## src/design/lag_cell_mem.sv

```systemverilog
// row-organised cell memory: one write port, one registered read port
// no package dependencies
module lag_cell_mem #(
   parameter int ROWS = 40,
   parameter int COLS = 100
) (
   input  logic                    clock,
   input  logic                    wr_en,
   input  logic [$clog2(ROWS)-1:0] wr_addr,
   input  logic [COLS-1:0]         wr_data,
   input  logic [$clog2(ROWS)-1:0] rd_addr,
   output logic [COLS-1:0]         rd_data
);

   logic [COLS-1:0] mem [ROWS];
   logic [COLS-1:0] rd_data_ff;

   always_ff @(posedge clock) begin
      if (wr_en) begin
         mem[wr_addr] <= wr_data;
      end
   end

   always_ff @(posedge clock) begin
      rd_data_ff <= mem[rd_addr];
   end

   assign rd_data = rd_data_ff;

endmodule

```

## config.mk

```make
export PLATFORM = sky130hd
export DESIGN_NAME = lag_cell_mem
export DESIGN_NICKNAME = d
export VERILOG_FILES = /design/src/design/lag_cell_mem.sv
export SDC_FILE = /design/constraint.sdc
export NUM_CORES = 2
export LEC_CHECK = 0
export BUFFER_PORTS_ARGS = -buffer_cell sky130_fd_sc_hd__buf_4
export CORE_UTILIZATION = 65
export DETAILED_ROUTE_END_ITERATION = 12
export GPL_ROUTABILITY_DRIVEN = 1
export HOLD_SLACK_MARGIN = 0.08
export PLACE_DENSITY = 0.8
export SLEW_MARGIN = 20
export SYNTH_ARGS = -nofsm -noshare
export SYNTH_HDL_FRONTEND = slang
export SYNTH_SLANG_ARGS = --single-unit
```

## constraint.sdc

```tcl
create_clock -name clock -period 22.5 [get_ports clock]
set_input_delay 2.25 -clock clock [delete_from_list [all_inputs] [get_ports clock]]
set_output_delay 2.25 -clock clock [all_outputs]
set_load 0.03 [all_outputs]
```

==> impl_metrics.json <==
{
  "grt-busiest-layer": "met2",
  "rsz0062_at_grt": "no",
  "synth_top_family_by_area": "multiplexers",
  "whs_endpoint": "rd_data[5]",
  "min_period_ps": 6500,
  "met2_usage": 0.553,
  "status": "finished clean",
  "first_pass_iters": 8,
  "num_vias": 80568,
  "critPathArrivalTime_ps": 7340,
  "cts_tree": "done",
  "postLayoutCellArea_sq_um": 174000,
  "cts_setup_buffers": 0,
  "hold_viol": 0,
  "drt_iter0_markers": 11892,
  "worst_path_most_repeated_cell": "buf_4",
  "p_leak_nw": 56.7,
  "yosys.area_share.simple": 0.0225,
  "clock-sinks": 4100,
  "die_w_um": 491,
  "crit_fanout": 76,
  "synthCells": 7388,
  "cts_made_buffers": 400,
  "place_area_sq_um": 161000,
  "avgSynthCellArea_sq_um": 21.0,
  "io_buffers": 213,
  "met1_usage": 0.442,
  "grt_max_degree": 119,
  "gr-total-overflow": 0,
  "initial_core_util": 0.653,
  "crit_family": "buffers and inverters",
  "netlist_area_sq_um": 155000,
  "viasPerCell": 7.15,
  "slew_violations": 0,
  "cts_resized": 0,
  "tightest_slew_ps": 1340,
  "finalCritPeriodShare": 0.289,
  "clkTransAtPathRegs_ps": 60,
  "synthAdderAreaFrac": 0,
  "reg2reg_depth": 4,
  "cp_slowest_cell": "buf_4",
  "synth_seq_cells": 4100,
  "synth_edf_count": 4000,
  "hold_depth": 4,
  "cp_num_buf_inv": 5,
  "ir_drop_mv": 0.0743,
  "ant_nets": 0,
  "slew_headroom": 0.105,
  "antenna_found_initial": 27,
  "drc": 0,
  "yosysSeqAreaShare": 0.786,
  "coreArea_sq_um": 238000,
  "powerDensity_nw_per_um2": 91.5,
  "finalSetupViolations": 0,
  "io_pins": 214,
  "synth-xor-area-share": 0,
  "syn_to_final_growth_pct": 11.9,
  "insertion_delay_ps": 990,
  "synthMuxAreaShare": 0.152,
  "grt_pass1_vias": 80872,
  "grt_util_all_layers": 0.343,
  "final_layout_size_suffix_gt1_frac": 0.210,
  "max_freq_mhz": 154,
  "fin_skew_ps": 42.9,
  "cts_max_level": 5,
  "use_met3": 0.0621,
  "synth_fp_nets": 7502,
  "rr_startpoint": "mem[39][34]",
  "min_from": "mem[24][5]",
  "dpl.hpwl_um": 192000,
  "crit_chain": "buf_16 -> buf_4 -> buf_4 -> buf_4 -> buf_4 -> mux2i_1 -> o22ai_1 -> o41ai_1 -> o2111ai_1",
  "fin_nets": 7882,
  "synth_compound_area_frac": 0.0250,
  "ys_types": 31,
  "hold_path_class": "flip-flop to flip-flop",
  "layout_commonest_cell": "edfxtp_1",
  "ys.flop_type": "edfxtp_1",
  "clockBufferDepth": 4,
  "startpoint_type": "input pin",
  "die_y_um": 491,
  "cts_hold_buf": 0,
  "required_ps": 23340,
  "end_kind": "flip-flop",
  "place.gp.congestion": 0.786,
  "totalWireLength_um": 412000,
  "worstSetupPathType": "input pin to flip-flop",
  "rows": 179,
  "clockRootBuffer": "clkbuf_16",
  "maxCapViolCount": 0,
  "grt_pass1_wl_um": 579000,
  "r2r_end": "rd_data[34]",
  "layout_common_cells": "4000 x edfxtp_1, 900 x mux2i_1, 600 x mux4_2",
  "synth_warnings": 0,
  "die_area_sq_um": 241000,
  "ys_async_sr_fraction": 0,
  "crit_path_max_incr_delay_ps": 910,
  "tns_ps": 0,
  "wl_per_cell_um": 36.5,
  "regToRegSetupSlack_ps": 20780
}
==> per-layer routing <==
layer / routed length (um) / up-vias
met1: 135000 / 41369
met4: 27300 / 14
met2: 200000 / 6417
met3: 49200 / 1452
met5: 75 / -
li1: - / 31316
==> final cells by class <==
| class | count | area (sq um) |
|---|---|---|
| multi-input cells | 2875 | 31400 |
| fillers | 12444 | 63900 |
| clock buffers | 550 | 11000 |
| diodes | 18 | 45.0 |
| repair buffers | 391 | 3260 |
| flip-flops and latches | 4100 | 122000 |
| well taps | 3167 | 3960 |
| clock inverters | 175 | 1940 |
==> sequential cells by signal, summed over array words and instances (netlist names) <==
register,flops
mem,4000
rd_data,100
==> cell usage after synthesis (101+ instances only) <==
cell type / count / share of area
mux4_2: 600 / 0.087
a22oi_1: 200 / 0.0097
buf_2: 145 / 0.0047
and2_1: 101 / 0.0041
edfxtp_1: 4000 / 0.77
nor2_1: 241 / 0.0058
nand2_1: 306 / 0.0074
clkbuf_1: 165 / 0.0040
mux2i_1: 900 / 0.058
nand4_1: 101 / 0.0041
==> worst min-delay path: cells and delay by family, from the launching register on <==
| family | cells | cell delay [ps] |
|---|---|---|
| DFF | 1 | 320 |
| muxes | 1 | 60 |
| and+or+nand+nor | 2 | 140 |
| AOI/OAI and AO/OA | 1 | 100 |
==> how the worst max path moves through the flow <==
stage,startpoint,end,slack (ps),cells after the start
4_1_cts,rd_addr[0],rd_data[55],16070,9
5_1_grt,rd_addr[0],rd_data[53],15760,9
3_3_place_gp,rd_addr[0],rd_data[54],15260,9
2_1_floorplan,wr_addr[5],mem[16][0],12320,3
6_report,rd_addr[0],rd_data[55],16000,9
3_5_place_dp,rd_addr[0],rd_data[55],15110,9
==> cells by family after synthesis <==
group | count (synthesis)
AOI/OAI and AO/OA | 500
buffers and inverters | 413
DFF | 4100
muxes | 1600
and+or+nand+nor | 775
==> report_power, final <==
part           switching [W]  internal, W  total [W]  leakage, nW
logic               0.000481     0.000264   0.000745         13.5
clock network        0.00278      0.00388    0.00666         6.32
registers          0.0000425      0.00845    0.00849         36.8
==> through the flow <==
stage	instances	hold slack, ps	worst slack [ps]	utilization	total power (W)
floorplan	7388	584	12320	-	0.00907
global placement	10528	623	15260	0.676	0.00935
detailed placement	10533	632	15110	0.676	0.00938
CTS	11258	659	16070	0.731	0.0159
global route	11273	684	15760	0.731	0.0162
finish	11276	654	16000	0.731	0.0159
Note: power is estimated with default switching activity, not from simulation.
