==> config.mk <==
export PLATFORM = sky130hd
export DESIGN_NAME = lag_next_row
export DESIGN_NICKNAME = d
export VERILOG_FILES = /design/src/design/lag_pkg.sv /design/src/design/lag_next_row.sv
export SDC_FILE = /design/constraint.sdc
export NUM_CORES = 1
export LEC_CHECK = 0
export BUFFER_PORTS_ARGS = -buffer_cell sky130_fd_sc_hd__buf_2
export CORE_UTILIZATION = 62
export DETAILED_ROUTE_END_ITERATION = 10
export PLACE_DENSITY = 0.93
export SLEW_MARGIN = 20
export SYNTH_ARGS = -nofsm -noshare
export SYNTH_HDL_FRONTEND = slang
export SYNTH_SLANG_ARGS = --single-unit
==> constraint.sdc <==
create_clock -name vclk -period 6.1
set_input_delay 0.305 -clock vclk [all_inputs]
set_output_delay 0.305 -clock vclk [all_outputs]
set_load 0.02 [all_outputs]
==> src/design/lag_pkg.sv <==
// shared types and constants for the life automaton grid
// no dependencies; imported by lag_next_row, life_automaton_grid and lag_checker
package lag_pkg;

   localparam logic [1:0] KIND_SET  = 2'd0;
   localparam logic [1:0] KIND_STEP = 2'd1;
   localparam logic [1:0] KIND_READ = 2'd2;

   localparam logic [3:0] BIRTH_COUNT = 4'd3;
   localparam logic [3:0] SURVIVE_MIN = 4'd2;

   typedef struct packed {
      logic [1:0] req_type;
      logic [6:0] cell_x;
      logic [5:0] cell_y;
   } lag_req_type;

   typedef struct packed {
      logic       cell_alive;
      logic [1:0] done_kind;
   } lag_rsp_type;

   typedef enum logic [2:0] {
      ST_CLEAR,
      ST_IDLE,
      ST_ACCESS,
      ST_PRIME,
      ST_SWEEP,
      ST_DONE
   } lag_state_type;

endpackage

==> src/design/lag_next_row.sv <==
// next-generation logic for one whole row from three old rows
// depends on lag_pkg for the rule constants
module lag_next_row #(
   parameter int GRID_WIDTH = 100
) (
   input  logic [GRID_WIDTH-1:0] prev_row,
   input  logic [GRID_WIDTH-1:0] cur_row,
   input  logic [GRID_WIDTH-1:0] next_row,
   output logic [GRID_WIDTH-1:0] new_row
);
   import lag_pkg::*;

   // dead columns either side stand in for the border
   logic [GRID_WIDTH+1:0] prev_pad;
   logic [GRID_WIDTH+1:0] cur_pad;
   logic [GRID_WIDTH+1:0] next_pad;

   assign prev_pad = {1'b0, prev_row, 1'b0};
   assign cur_pad  = {1'b0, cur_row, 1'b0};
   assign next_pad = {1'b0, next_row, 1'b0};

   for (genvar x = 0; x < GRID_WIDTH; x++) begin : g_col
      logic [3:0] cnt;

      assign cnt = 4'(prev_pad[x]) + 4'(prev_pad[x+1]) + 4'(prev_pad[x+2])
                 + 4'(cur_pad[x])                      + 4'(cur_pad[x+2])
                 + 4'(next_pad[x]) + 4'(next_pad[x+1]) + 4'(next_pad[x+2]);

      assign new_row[x] = cur_row[x] ? (cnt == SURVIVE_MIN || cnt == BIRTH_COUNT)
                                     : (cnt == BIRTH_COUNT);
   end

endmodule

==> flow_summary.ini <==
[status]
status = finished, final reports clean

[detailed_routing]
routed_via_density = 5.338
drt_first_pass_iters = 6
route.detailed.drc = 0
wl_um = 41530
drt_iter0_markers = 472
wl_per_cell_um = 15.74
vias = 14090
antenna_left = 0

[synth]
yosysWarnings = 0
yosysSeqAreaShare_pct = 0
synth_nets = 2871
synth.cell_area_um2 = 16830
syn_area_per_cell_um2 = 8.956
synthCells = 1879
synth_top_area_share_pct = 47.11
synth_area_leaders = fa_1, ha_1, inv_1
synth_top_cell_by_area = fa_1
synth_cell_types = 14

[floorplanning]
start_util_pct = 63.86
die_w_um = 166.8
io_pins = 400
rows = 59
fp.dieH_um = 166.8
die_area_um2 = 27810
placeableCoreArea_um2 = 26350

[grt]
gr-total-overflow = 0
grt_pass1_wl_um = 70310
grt_antenna_before_repair = 34
grt_max_degree = 4
grt_util_all_layers_pct = 30.73
grt_pass1_vias = 16400

[finish]
ff_latch_area_um2 = 0
layout_common_cells = inv_1, buf_2, fa_1
stdcell_count = 2639
numSequentialCells = 0
drive_gt1_share_pct = 17.55
clock_buffers = 0
fill_cells = 1783
final_common_cell = inv_1
fin_nets = 3273
area_growth_pct = 14.76

[placement]
place.gp.congestion = 0.9574
dp_hpwl_um = 39210
placed_cells = 2614
port_buffers = 400

[power]
p_int_mw = 1.479
combPwrFrac_pct = 100.0
power.switching_mw = 2.144
swShare_pct = 59.18
pwr_density_cell_nw_per_um2 = 187.6
seqPwrFrac_pct = 0
ir_drop_mv = 0.1391
power_frac_clock_pct = 0
p_leak_nw = 11.30

[sta]
finalCritPeriodShare_pct = 60.77
slew-limit-headroom_pct = 75.41
drv_slew = 0
fin_crit_ns = 3.707
hold_viol = 0
worst_slew_pin_slew_ns = 0.3688
fin_setup_tns_ns = 0
rsz0062_at_grt = no
fmax_mhz = 269.8
setup_viol = 0

[critical_path]
crit_type = input port to primary output
critPathCaptureType = primary output
critical_path_arrival_ns = 3.40
critical_path.startpoint = prev_row[5]
cp.required_ns = 5.79
cp-start-kind = input port
crit_fanout = 2
cp-endpoint = new_row[6]

[cts]
cts-hold-fix-buffers = 0
cts_resized = 0
cts_setup_buffers = 0

[min_path]
min_path_type = input port to primary output

[flow_run]
max-cap-violations = 0
[final cells by class]
type | instances | area (µm²) | area share, %
antenna | 25 | 62.56 | 0.3239
inverter | 692 | 2597 | 13.45
multi-input combinational | 1187 | 14230 | 73.69
tap | 335 | 419.2 | 2.170
timing repair buffer | 400 | 2002 | 10.37
[power by group through the flow]
stage	Sequential [mW]	Combinational (mW)	Clock, mW
global route	0	4.15	0.000000526
floorplan	0	2.48	0
CTS	0	3.61	0
global placement	0	3.26	0
detailed placement	0	3.58	0
finish	0	3.62	0.000000548
[worst min-delay path by stage]
stage | startpoint | endpoint | slack, ns | depth (start not counted)
2_1_floorplan | cur_row[0] | new_row[0] | 0.78 | 2
3_5_place_dp | cur_row[99] | new_row[99] | 1.0 | 4
5_1_grt | cur_row[99] | new_row[99] | 1.03 | 4
6_report | cur_row[99] | new_row[99] | 1.00 | 4
4_1_cts | cur_row[99] | new_row[99] | 1.00 | 4
3_3_place_gp | cur_row[99] | new_row[99] | 0.99 | 4
[per-layer routing]
metal  GRT usage [%]  wire length [µm]
met5               0               106
met4           18.00              2831
met3           6.654              2803
met2           58.53             21980
met1           30.48             13810
[cell usage after synthesis]
cell type / number
or2_0: 54
fa_1: 396
a31oi_1: 1
o21ai_0: 97
nand3_1: 97
nor3b_1: 2
nand2_1: 1
nor2_1: 4
nor3_1: 1
ha_1: 296
a21oi_1: 194
nor2b_1: 1
or2_1: 43
inv_1: 692
[cell families (layout without fill, tap and decap cells)]
group	count (synthesis)	after routing	share of synthesized area, %
AO/OA/AOI/OAI	292	292	8.691
buffers and inverters	692	1092	15.43
other	0	25	0
AND/OR/NAND/NOR	203	203	6.758
adder cells (fa/ha/maj)	692	692	69.12
[worst max-delay path, stage by stage]
cell     delay [ns]
buf_2          0.11
inv_1          0.08
fa_1           0.55
fa_1           0.42
fa_1           0.50
inv_1          0.04
ha_1           0.20
fa_1           0.38
or2_1          0.24
a21oi_1        0.31
buf_2          0.24
[through the flow]
| stage | hold slack [ns] | setup slack, ns | total power, mW | cell area (µm²) | utilization [%] |
|---|---|---|---|---|---|
| 6_report | 1.004 | 2.393 | 3.623 | 19310 | 73.28 |
| 5_1_grt | 1.034 | 2.346 | 4.151 | 19310 | 73.27 |
| 4_1_cts | 1.002 | 2.424 | 3.611 | 19250 | 73.04 |
| 3_5_place_dp | 0.9993 | 2.427 | 3.577 | 19250 | 73.04 |
| 3_3_place_gp | 0.9915 | 2.508 | 3.256 | 19250 | 73.04 |
| 2_1_floorplan | 0.7838 | 2.802 | 2.477 | 16830 | - |
Note: power is estimated with default switching activity, not from simulation.
